## config.mk

```make
export PLATFORM = sky130hd
export DESIGN_NAME = rational_arith_unit_top_flat
export DESIGN_NICKNAME = d
export VERILOG_FILES = /design/src/rtl/rau_pkg.sv /design/src/rtl/rau_in_if.sv /design/src/rtl/rau_out_if.sv /design/src/rtl/rau_div.sv /design/src/rtl/rational_arith_unit_top.sv /design/src/flat_wrapper.sv
export SDC_FILE = /design/constraint.sdc
export NUM_CORES = 2
export LEC_CHECK = 0
export ABC_AREA = 1
export CORE_MARGIN = 2
export CORE_UTILIZATION = 35
export DETAILED_ROUTE_END_ITERATION = 10
export DONT_BUFFER_PORTS = 1
export GPL_TIMING_DRIVEN = 0
export HOLD_SLACK_MARGIN = 0.08
export SYNTH_ARGS = -nofsm -noshare
export SYNTH_HDL_FRONTEND = slang
export SYNTH_SLANG_ARGS = --single-unit
```

## constraint.sdc

```tcl
create_clock -name clk -period 8.35 [get_ports clk]
set_input_delay 2.0875 -clock clk [delete_from_list [all_inputs] [get_ports clk]]
set_output_delay 2.0875 -clock clk [all_outputs]
set_load 0.02 [all_outputs]
```

## src/rtl/rau_pkg.sv

```systemverilog
`default_nettype none
package rau_pkg;

  // Operand and internal widths
  localparam int OPERAND_WIDTH = 16;
  localparam int PROD_W        = 2 * OPERAND_WIDTH;
  localparam int MAG_W         = 2 * OPERAND_WIDTH + 1;
  localparam int K_W           = $clog2(MAG_W + 1);
  localparam int DCNT_W        = $clog2(MAG_W + 1);
  localparam int RES_NUM_W     = 34;
  localparam int RES_DEN_W     = 31;

  typedef enum logic [1:0] {
    OP_ADD = 2'd0,
    OP_SUB = 2'd1,
    OP_MUL = 2'd2,
    OP_DIV = 2'd3
  } op_t;

  typedef enum logic [1:0] {
    ST_OK       = 2'd0,
    ST_ZERO_DEN = 2'd1,
    ST_DIV_ZERO = 2'd2
  } status_t;

endpackage
`default_nettype wire

```

## src/rtl/rau_in_if.sv

```systemverilog
`default_nettype none
interface rau_in_if;
  import rau_pkg::*;

  logic                            valid;
  logic                            ready;
  logic [1:0]                      req_type;
  logic signed [OPERAND_WIDTH-1:0] a_num;
  logic signed [OPERAND_WIDTH-1:0] a_den;
  logic signed [OPERAND_WIDTH-1:0] b_num;
  logic signed [OPERAND_WIDTH-1:0] b_den;

  modport source (output valid, req_type, a_num, a_den, b_num, b_den, input ready);
  modport sink   (input valid, req_type, a_num, a_den, b_num, b_den, output ready);
endinterface
`default_nettype wire

```

## src/rtl/rau_out_if.sv

```systemverilog
`default_nettype none
interface rau_out_if;
  import rau_pkg::*;

  logic                        valid;
  logic                        ready;
  logic signed [RES_NUM_W-1:0] res_num;
  logic [RES_DEN_W-1:0]        res_den;
  logic [1:0]                  status;

  modport source (output valid, res_num, res_den, status, input ready);
  modport sink   (input valid, res_num, res_den, status, output ready);
endinterface
`default_nettype wire

```

## src/rtl/rau_div.sv

```systemverilog
`default_nettype none
// Restoring divider, one quotient bit per cycle
module rau_div (
  input  wire logic                      clk,
  input  wire logic                      rst_n,
  input  wire logic                      start,
  input  wire logic [rau_pkg::MAG_W-1:0] dividend,
  input  wire logic [rau_pkg::MAG_W-1:0] divisor,
  output logic                           done,
  output logic [rau_pkg::MAG_W-1:0]      quotient
);
  import rau_pkg::*;

  logic [MAG_W:0]    rem_r;
  logic [MAG_W-1:0]  quo_r;
  logic [MAG_W-1:0]  dvs_r;
  logic [DCNT_W-1:0] cnt_r;
  logic              busy_r;
  logic              done_r;
  logic [MAG_W:0]    rem_sh;
  logic [MAG_W:0]    rem_sub;

  // shift in next dividend bit and trial subtract
  assign rem_sh   = {rem_r[MAG_W-1:0], quo_r[MAG_W-1]};
  assign rem_sub  = rem_sh - {1'b0, dvs_r};
  assign done     = done_r;
  assign quotient = quo_r;

  always_ff @(posedge clk) begin
    if (!rst_n) begin
      busy_r <= 1'b0;
      done_r <= 1'b0;
      cnt_r  <= '0;
    end else begin
      done_r <= 1'b0;
      if (start) begin
        busy_r <= 1'b1;
        cnt_r  <= '0;
        rem_r  <= '0;
        quo_r  <= dividend;
        dvs_r  <= divisor;
      end else if (busy_r) begin
        if (!rem_sub[MAG_W]) begin
          rem_r <= rem_sub;
          quo_r <= {quo_r[MAG_W-2:0], 1'b1};
        end else begin
          rem_r <= rem_sh;
          quo_r <= {quo_r[MAG_W-2:0], 1'b0};
        end
        cnt_r <= cnt_r + 1'b1;
        if (cnt_r == DCNT_W'(MAG_W - 1)) begin
          busy_r <= 1'b0;
          done_r <= 1'b1;
        end
      end
    end
  end
endmodule
`default_nettype wire

```

## src/rtl/rational_arith_unit_top.sv

```systemverilog
`default_nettype none
// Sequence: multiply steps on the shared multiplier, binary-gcd steps until
// x reaches zero, two divisions by the gcd (numerator, then denominator,
// 33 quotient bits each) and the output register.
// Throughput: one request at a time; the next is taken once the result is
// in the output register. Error requests go straight to the output state.
// Reset: synchronous active-low rst_n clears the sequencer and output valid.
module rational_arith_unit_top (
  input  wire logic  clk,
  input  wire logic  rst_n,
  rau_in_if.sink     in_req,
  rau_out_if.source  out_res
);
  import rau_pkg::*;

  typedef enum logic [2:0] {
    S_IDLE, S_MUL, S_GCD, S_DIVN, S_DIVD, S_DONE
  } state_t;

  state_t                          state_r;
  logic [1:0]                      op_r;
  logic signed [OPERAND_WIDTH-1:0] an_r, ad_r, bn_r, bd_r;
  logic [1:0]                      step_r;
  logic signed [PROD_W-1:0]        prod_r;
  logic signed [MAG_W-1:0]         num_r;
  logic [MAG_W-1:0]                x_r, y_r, nmag_r, dmag_r, g_r, qn_r, qd_r;
  logic [K_W-1:0]                  k_r;
  logic                            neg_r;
  logic [1:0]                      st_r;
  logic                            div_start_r;
  logic                            div_done;
  logic [MAG_W-1:0]                div_q;
  logic [MAG_W-1:0]                div_a;
  logic signed [OPERAND_WIDTH-1:0] mul_a, mul_b;
  logic signed [PROD_W-1:0]        mul_p;
  logic signed [MAG_W-1:0]         prod_x;
  logic signed [MAG_W-1:0]         num_fin;
  logic signed [MAG_W-1:0]         den_x;
  logic signed [MAG_W:0]           res_s;
  logic                            out_valid_r;
  logic signed [RES_NUM_W-1:0]     res_num_r;
  logic [RES_DEN_W-1:0]            res_den_r;
  logic [1:0]                      status_r;

  // shared multiplier operand select by step and operation
  always_comb begin
    unique case (step_r)
      2'd0: begin
        mul_a = an_r;
        mul_b = (op_r == OP_MUL) ? bn_r : bd_r;
      end
      2'd1: begin
        mul_a = bn_r;
        mul_b = ad_r;
      end
      default: begin
        mul_a = ad_r;
        mul_b = (op_r == OP_DIV) ? bn_r : bd_r;
      end
    endcase
  end
  assign mul_p  = PROD_W'(mul_a) * PROD_W'(mul_b);
  assign prod_x = MAG_W'(prod_r);

  // numerator combine at step 2, final values at step 3
  assign num_fin = num_r;
  assign den_x   = MAG_W'(prod_r);

  assign div_a = (state_r == S_DIVD) ? dmag_r : nmag_r;

  rau_div u_div (
    .clk      (clk),
    .rst_n    (rst_n),
    .start    (div_start_r),
    .dividend (div_a),
    .divisor  (g_r),
    .done     (div_done),
    .quotient (div_q)
  );

  assign res_s = neg_r ? -$signed({1'b0, qn_r}) : $signed({1'b0, qn_r});

  assign in_req.ready    = (state_r == S_IDLE);
  assign out_res.valid   = out_valid_r;
  assign out_res.res_num = res_num_r;
  assign out_res.res_den = res_den_r;
  assign out_res.status  = status_r;

  // sequencer
  always_ff @(posedge clk) begin
    if (!rst_n) begin
      state_r     <= S_IDLE;
      out_valid_r <= 1'b0;
      div_start_r <= 1'b0;
      step_r      <= '0;
    end else begin
      div_start_r <= 1'b0;
      if (out_valid_r && out_res.ready) out_valid_r <= 1'b0;
      unique case (state_r)
        S_IDLE: begin
          if (in_req.valid) begin
            op_r   <= in_req.req_type;
            an_r   <= in_req.a_num;
            ad_r   <= in_req.a_den;
            bn_r   <= in_req.b_num;
            bd_r   <= in_req.b_den;
            step_r <= '0;
            neg_r  <= 1'b0;
            qn_r   <= '0;
            qd_r   <= '0;
            if (in_req.a_den == '0 || in_req.b_den == '0) begin
              st_r    <= ST_ZERO_DEN;
              state_r <= S_DONE;
            end else if (in_req.req_type == OP_DIV && in_req.b_num == '0) begin
              st_r    <= ST_DIV_ZERO;
              state_r <= S_DONE;
            end else begin
              st_r    <= ST_OK;
              state_r <= S_MUL;
            end
          end
        end
        S_MUL: begin
          prod_r <= mul_p;
          step_r <= step_r + 1'b1;
          unique case (step_r)
            2'd0: ;
            2'd1: num_r <= prod_x;
            2'd2: begin
              if (op_r == OP_ADD)      num_r <= num_r + prod_x;
              else if (op_r == OP_SUB) num_r <= num_r - prod_x;
            end
            default: begin
              neg_r   <= num_fin[MAG_W-1] ^ den_x[MAG_W-1];
              x_r     <= num_fin[MAG_W-1] ? MAG_W'(-num_fin) : MAG_W'(num_fin);
              nmag_r  <= num_fin[MAG_W-1] ? MAG_W'(-num_fin) : MAG_W'(num_fin);
              y_r     <= den_x[MAG_W-1] ? MAG_W'(-den_x) : MAG_W'(den_x);
              dmag_r  <= den_x[MAG_W-1] ? MAG_W'(-den_x) : MAG_W'(den_x);
              k_r     <= '0;
              state_r <= S_GCD;
            end
          endcase
        end
        S_GCD: begin
          // binary gcd, one step per cycle
          priority if (x_r == '0) begin
            g_r         <= y_r << k_r;
            div_start_r <= 1'b1;
            state_r     <= S_DIVN;
          end else if (!x_r[0] && !y_r[0]) begin
            x_r <= x_r >> 1;
            y_r <= y_r >> 1;
            k_r <= k_r + 1'b1;
          end else if (!x_r[0]) begin
            x_r <= x_r >> 1;
          end else if (!y_r[0]) begin
            y_r <= y_r >> 1;
          end else if (x_r >= y_r) begin
            x_r <= (x_r - y_r) >> 1;
          end else begin
            y_r <= (y_r - x_r) >> 1;
          end
        end
        S_DIVN: begin
          if (div_done) begin
            qn_r        <= div_q;
            div_start_r <= 1'b1;
            state_r     <= S_DIVD;
          end
        end
        S_DIVD: begin
          if (div_done) begin
            qd_r    <= div_q;
            state_r <= S_DONE;
          end
        end
        S_DONE: begin
          if (!out_valid_r || out_res.ready) begin
            res_num_r   <= RES_NUM_W'(res_s);
            res_den_r   <= RES_DEN_W'(qd_r);
            status_r    <= st_r;
            out_valid_r <= 1'b1;
            state_r     <= S_IDLE;
          end
        end
        default: state_r <= S_IDLE;
      endcase
    end
  end
endmodule
`default_nettype wire

```

## src/flat_wrapper.sv

```systemverilog
// flat-port wrapper written by rule: the top's interface ports become plain ports
module rational_arith_unit_top_flat import rau_pkg::*;
  (clk, rst_n, in_req_valid, in_req_req_type, in_req_a_num, in_req_a_den, in_req_b_num, in_req_b_den, in_req_ready, out_res_valid, out_res_res_num, out_res_res_den, out_res_status, out_res_ready);
  rau_in_if in_req_i ();
  rau_out_if out_res_i ();
  input  wire logic clk;
  input  wire logic rst_n;
  input wire logic [$bits(in_req_i.valid)-1:0] in_req_valid;
  input wire logic [$bits(in_req_i.req_type)-1:0] in_req_req_type;
  input wire logic [$bits(in_req_i.a_num)-1:0] in_req_a_num;
  input wire logic [$bits(in_req_i.a_den)-1:0] in_req_a_den;
  input wire logic [$bits(in_req_i.b_num)-1:0] in_req_b_num;
  input wire logic [$bits(in_req_i.b_den)-1:0] in_req_b_den;
  output wire logic [$bits(in_req_i.ready)-1:0] in_req_ready;
  output wire logic [$bits(out_res_i.valid)-1:0] out_res_valid;
  output wire logic [$bits(out_res_i.res_num)-1:0] out_res_res_num;
  output wire logic [$bits(out_res_i.res_den)-1:0] out_res_res_den;
  output wire logic [$bits(out_res_i.status)-1:0] out_res_status;
  input wire logic [$bits(out_res_i.ready)-1:0] out_res_ready;
  assign in_req_i.valid = in_req_valid;
  assign in_req_i.req_type = in_req_req_type;
  assign in_req_i.a_num = in_req_a_num;
  assign in_req_i.a_den = in_req_a_den;
  assign in_req_i.b_num = in_req_b_num;
  assign in_req_i.b_den = in_req_b_den;
  assign in_req_ready = in_req_i.ready;
  assign out_res_valid = out_res_i.valid;
  assign out_res_res_num = out_res_i.res_num;
  assign out_res_res_den = out_res_i.res_den;
  assign out_res_status = out_res_i.status;
  assign out_res_i.ready = out_res_ready;
  rational_arith_unit_top u_core (.clk(clk), .rst_n(rst_n), .in_req(in_req_i), .out_res(out_res_i));
endmodule
```

# Word-level counts from Yosys, hierarchy flattened
# Index checks and enable logic that the tools add are counted.
# W data, S select, Z words.
word_totals:
  latch_bits: 0
  out_inout_bits: 69
  n_memories: 0
  wordCells: 181
  ramBits: 0
  rom_bits: 0
  register_bits: 550
op_classes:
  div_mod_pow: 0
  multipliers: 1
  n_addsub: 11
  n_shift: 1
  n_eq_ne: 25
  n_mux: 63
  n_reduce_logical: 42
  order_cmp: 1
  bitwise_logic: 4
ops:
  columns: ["cell", "n"]
  rows:
  - ["$mux W33", 24]
  - ["$pmux W33 S2", 4]
  - ["$sub A33 B33 Y33", 2]
  - ["$pmux W16 S2", 2]
  - ["$pmux W31 S2", 1]
  - ["$logic_not A16 Y1", 3]
  - ["$neg A33 Y34", 1]
  - ["$sub A34 B33 Y34", 1]
  - ["$add A33 B32 Y33", 1]
  - ["$ge A33 B33 Y1", 1]
  - ["$logic_not A33 Y1", 1]
  - ["$neg A32 Y33", 1]
  - ["$neg A33 Y33", 1]
  - ["$shl A33 B6 Y33", 1]
  - ["$sub A33 B32 Y33", 1]
  - ["$mul A16 B16 Y32", 1]
  - ["$mux W16", 2]
  - ["$mux W3", 8]
  - ["$reduce_and A4 Y1", 5]
  - ["$mux W6", 3]
  - ["$pmux W3 S6", 1]
  - ["$reduce_and A6 Y1", 3]
  - ["$add A6 B1 Y6 const B", 2]
  - ["$mux W1", 12]
  - ["28 further kinds", 66]

# Logic depth before layout (Yosys ltp)
depth:
  ltp_word: 7
  ltp_mapped: 33
  ltp_nobuf: 30

# Modules after synthesis
# A second synthesis with hierarchy kept.
hier_totals:
  hier_cells: 5430
  area_unflattened_um2: 44864.3
by_module_without_submodules:
  columns: ["mod", "cells_each", "n_inst", "area_per_inst_um2"]
  rows:
  - ["rational_arith_unit_top", 4436, 1, 37548.5]
  - ["rau_div", 994, 1, 7315.8]

# Worst setup path after synthesis
# No wires, ideal clock.
synth_timing:
  path_type: "input to register"
  startpoint: "input rst_n"
  endpoint: "register u_core.res_den_r[0] (netlist: u_core.out_res.res_den[0]), enable pin"
  t_arrival_ps: 7103
  setup_slack_ps: 673
  required_ps: 7776
  path_buffers: 1
  path_stages: 3
  path_cell_list: "clkbuf_1 inv_1 nor3_1"
synth_between:
  elab_chain_cells: 1
synth_lines:
  columns: ["element", "line", "rtl"]
  rows:
  - ["start: declaration", "flat_wrapper.sv:7", "input wire logic rst_n;"]
  - ["$reduce_and A3 Y1 (no line)", null, null]
  - ["end signal: assignment", "rational_arith_unit_top.sv:180", "res_den_r <= RES_DEN_W'(qd_r);"]
  - ["end: declaration", "rational_arith_unit_top.sv:42", "logic [RES_DEN_W-1:0] res_den_r;"]
# No other way between the ends.
# A chain may end at the register's enable or synchronous reset.

# Final worst setup path
layout_timing:
  startpoint: "register u_core.step_r[0]"
  endpoint: "register u_core.prod_r[24], data pin"
layout_between:
  elab_chain_cells: 3
  word_cells_on_any_way: 5
  cone_classes: "mul (1); eq/ne (1); mux (2); reduce/logical (1)"
layout_lines:
  columns: ["element", "line", "rtl"]
  rows:
  - ["start: declaration", "rational_arith_unit_top.sv:23", "logic [1:0] step_r;"]
  - ["start signal: assignment", "rational_arith_unit_top.sv:125", "step_r <= step_r + 1'b1;"]
  - ["$eq A2 B1 Y1 / $logic_not A2 Y1 (equally long branches)", "rational_arith_unit_top.sv:47", "unique case (step_r)"]
  - ["$pmux W16 S2", "rational_arith_unit_top.sv:47", null]
  - ["$mul A16 B16 Y32 (*)", "rational_arith_unit_top.sv:62", "assign mul_p = PROD_W'(mul_a) * PROD_W'(mul_b);"]
  - ["named net u_core.mul_p[24]", "rational_arith_unit_top.sv:35", "logic signed [PROD_W-1:0] mul_p;"]
  - ["end signal: assignment", "rational_arith_unit_top.sv:124", "prod_r <= mul_p;"]
  - ["end: declaration", "rational_arith_unit_top.sv:24", "logic signed [PROD_W-1:0] prod_r;"]
# Mark *: on every way through the listed nets, which the timed path passes. The rest lies on a longest branch.

==> qor_table.md <==
| Quantity | Reported | Unit |
|---|---|---|
| First-pass GRT wire length | 237100 | microns |
| Number of buffers added to fix hold violations after cts | 0 | - |
| Number of failing hold endpoints at the final stage | 0 | - |
| Die width | 364.4 | microns |
| Floorplan die area | 132800 | sq um |
| Post-synth EDFFs | 535 | - |
| DR iter-0 viols | 4060 | - |
| Number of cells produced by synthesis | 5666 | - |
| Largest area contributor in the synthesized netlist | sky130_fd_sc_hd__edfxtp_1 | - |
| Wire length per cell after detailed routing | 21.35 | microns |
| Number of nets produced by synthesis | 6228 | - |
| Crit path launch type | flip-flop | - |
| Core Area | 129200 | sq um |
| Register area share after synthesis | 36.00 | % |
| Ports | 139 | - |
| Final worst path period need | 8.005 | ns |
| Std cell rows | 132 | - |
| Buffers on Ports | 0 | - |
| DRC errors left | 0 | - |
| Worst Hold Class | flip-flop to flip-flop | - |
| Instance area at placement | 48000 | sq um |
| Clock insertion delay at the later pin of the skew report | 0.71 | ns |
| Fraction of synthesis flops using an asynchronous set or reset pin | 0 | % |
| Via count | 39274 | - |
| Cell area after technology mapping | 45470 | sq um |
| DP Wirelength | 133900 | microns |
| Number of standard cells in the final layout excluding fillers | 7538 | - |
| Final routed wirelength across all metal layers | 160900 | microns |
| Fraction of final layout cells sized beyond drive strength 1 | 5.141 | % |
| Max-cap check violation count | 0 | - |
| Final count of pins violating max slew | 0 | - |
| Final worst path period share | 95.87 | % |
| Post-route standard cell area excluding fillers | 50270 | sq um |
| Bufs on Longest Clock Path | 3 | - |
| Start point of the critical path | u_core.step_r[0]$_SDFFE_PN0P_ | - |
| Antenna fix cells | 0 | - |
| Biggest cell delay along the critical path | 0.63 | ns |
| Worst reg2reg path startpoint | u_core.step_r[0]$_SDFFE_PN0P_ | - |
| Post-layout net count | 6308 | - |
| Count of cell types in the netlist | 64 | - |
| Worst reg2reg path depth | 28 | - |
| Clock tree from TritonCTS | built | - |
| Critical setup path kind | flip-flop to flip-flop | - |
| Antenna-violating nets left | 0 | - |
| Maximum net fanout on the critical path | 10 | - |
| Starting Density | 35.20 | % |
| Pin count of the biggest net entering global routing | 37 | - |
| Relative slew slack | 6.000 | % |
| Synth-to-Final Area Change | 10.56 | % |
| Clock root buffer master | sky130_fd_sc_hd__clkbuf_16 | - |
| Setup Viol. Count Final | 0 | - |
| Register bit total from synthesis | 550 | - |
| Crit-path slowest cell | sky130_fd_sc_hd__clkbuf_1 | - |
| Total routing usage reported by global routing | 23.97 | % |
| Via count of the first global-routing pass | 37358 | - |
| H-Tree Depth | 2 | - |
| Unrepaired setup endpoints after global routing | true | - |
| Weighted congestion at the end of routability-driven global placement | 0.9956 | - |
| Dominant cells by area after synthesis | sky130_fd_sc_hd__edfxtp_1 35%, sky130_fd_sc_hd__fa_1 12%, sky130_fd_sc_hd__nand2_1 10% | - |
| Number of buffers added by the clock tree synthesis step | 60 | - |
| Number of sinks driven by the clock tree | 550 | - |
| Worst R2R Setup Slack | 0.34 | ns |
| Post-detailed-route via-to-cell ratio | 5.210 | - |
| Flip-flop cell with the highest count after synthesis | sky130_fd_sc_hd__edfxtp_1 | - |
| Final Skew | 0.06152 | ns |
| Height of the chip | 364.4 | microns |
| Worst endpoint required time | 8.74 | ns |
| Number of detailed-routing iterations run before antenna repair | 6 | - |
| Syn. warnings | 0 | - |
| Clock-pin slew reported for the worst setup and hold paths after clock tree synthesis | 0.07 | ns |
| Run status | complete, no violations | - |
| Antenna violations before repair | 5 | - |
| Tightest Pin Transition | 1.395 | ns |
| Endpoint of the lowest-slack register-to-register path | u_core.prod_r[24]$_DFFE_PP_ | - |
| Kind of end point of the critical path | flip-flop | - |
| Top cell types by occurrence after synthesis | 1256 x sky130_fd_sc_hd__nand2_1, 968 x sky130_fd_sc_hd__inv_1, 761 x sky130_fd_sc_hd__nor2_1 | - |
| Total instance count after detailed placement | 7423 | - |
| FMAX | 124.9 | MHz |
| Crit path capture | u_core.prod_r[24]$_DFFE_PP_ | - |
| Dominant cell by count in the synthesized netlist | sky130_fd_sc_hd__nand2_1 | - |
| Overflow left after global routing | 0 | - |
| Share of the synthesized area in the top cell type | 35.33 | % |
| Data arrival, critical path | 8.40 | ns |
| Synthesized area per cell | 8.024 | sq um |
[cell families (layout without fill, tap and decap cells)]
family                   after synthesis  in the layout  share of synthesized area [%]
AND/OR/NAND/NOR                     2524           2524                          23.16
buffers and inverters               1135           1265                          9.629
AO/OA/AOI/OAI                        798            798                          10.05
flip-flops                           550            550                          36.00
adder cells (fa/ha/maj)              492            492                          17.93
XOR/XNOR                             160            160                          3.082
multiplexers                           7              7                         0.1541
[critical path: cells and delay by family, from the launching register on]
family / cells / cell delay (ns)
fa+ha+maj: 8 / 3.69
buf+inv: 9 / 1.51
simple gates: 8 / 1.28
compound gates: 2 / 0.68
flops: 1 / 0.36
xor+xnor: 1 / 0.15
[layout make-up]
type                       count  area (sq um)
tap                         1742          2180
inverter                     983          3696
multi-input combinational   3981         24880
fill                       13370         78890
clock buffer                  71          1543
timing repair buffer          18         317.8
clock inverter                41         601.8
sequential                   550         16370
buffer                       152         688.2
[registers in the layout (all words and copies together) (netlist names), 16 cells and up]
register	cells
u_core.out_res.res_den	31
u_core.u_div.quotient	33
u_core.u_div.dvs_r	33
u_core.an_r	16
u_core.y_r	33
u_core.ad_r	16
u_core.out_res.res_num	34
u_core.qd_r	31
u_core.dmag_r	33
u_core.x_r	33
u_core.num_fin	33
u_core.qn_r	33
u_core.g_r	33
u_core.prod_r	32
u_core.u_div.rem_r	33
u_core.bd_r	16
u_core.bn_r	16
u_core.nmag_r	33
[timing repair]
action | CTS | global route
setup buffers | 0 | 2
endpoints found under the setup margin | 0 | 10
resized for setup | 0 | 17
[per-stage QoR]
stage | hold WS [ns] | setup WS [ns] | util, % | TNS (ns)
finish | 0.4008 | 0.3446 | 38.92 | 0
global route | 0.4164 | -0.01877 | 38.92 | -0.01877
CTS | 0.4119 | 0.07185 | 38.83 | 0
detailed placement | 0.4045 | 0.1076 | 37.17 | 0
global placement | 0.4017 | -2.692 | 36.89 | -364.79
floorplan | 0.4003 | 0.6727 | - | 0
[placed cells by master (no fill, tap or decap), types with 17 or more instances in the layout]
cell / count
sky130_fd_sc_hd__clkbuf_1: 101
sky130_fd_sc_hd__o21ai_0: 321
sky130_fd_sc_hd__o22ai_1: 44
sky130_fd_sc_hd__o21bai_1: 20
sky130_fd_sc_hd__clkbuf_16: 60
sky130_fd_sc_hd__nor3_1: 43
sky130_fd_sc_hd__nand4_1: 63
sky130_fd_sc_hd__or2_2: 23
sky130_fd_sc_hd__a31oi_1: 20
sky130_fd_sc_hd__inv_1: 967
sky130_fd_sc_hd__nor2_1: 756
sky130_fd_sc_hd__nand3_1: 262
sky130_fd_sc_hd__xor2_1: 113
sky130_fd_sc_hd__nand2_1: 1256
sky130_fd_sc_hd__edfxtp_1: 535
sky130_fd_sc_hd__a22oi_1: 22
sky130_fd_sc_hd__nor2_2: 17
sky130_fd_sc_hd__xnor2_1: 47
sky130_fd_sc_hd__nand3b_1: 32
sky130_fd_sc_hd__o21ai_2: 20
sky130_fd_sc_hd__a21oi_1: 235
sky130_fd_sc_hd__nor4_1: 21
sky130_fd_sc_hd__fa_1: 265
sky130_fd_sc_hd__buf_2: 33
sky130_fd_sc_hd__ha_1: 226
sky130_fd_sc_hd__o211ai_1: 40
[worst min path at each step]
| stage | from | slack [ns] | cells past startpoint | end |
|---|---|---|---|---|
| 5_1_grt | u_core.qd_r[21]$_SDFFCE_PN0P_ | 0.42 | 0 | u_core.out_res.res_den[21]$_DFFE_PP_ |
| 4_1_cts | u_core.qd_r[21]$_SDFFCE_PN0P_ | 0.41 | 0 | u_core.out_res.res_den[21]$_DFFE_PP_ |
| 2_1_floorplan | u_core.qd_r[0]$_SDFFCE_PN0P_ | 0.40 | 0 | u_core.out_res.res_den[0]$_DFFE_PP_ |
| 3_3_place_gp | u_core.g_r[22]$_SDFFCE_PP0P_ | 0.40 | 0 | u_core.u_div.dvs_r[22]$_DFFE_PP_ |
| 6_report | u_core.qd_r[21]$_SDFFCE_PN0P_ | 0.40 | 0 | u_core.out_res.res_den[21]$_DFFE_PP_ |
| 3_5_place_dp | u_core.qd_r[11]$_SDFFCE_PN0P_ | 0.40 | 0 | u_core.out_res.res_den[11]$_DFFE_PP_ |
[per-layer routing]
metal	wire (microns)	track usage, %
met5	26	0
met4	5366	7.624
met3	13570	4.176
met2	72230	38.17
met1	69740	33.04
Power is left out: the tool's default activity adds up to more than one toggle a clock period on the data nets, which glitch-free logic cannot reach.
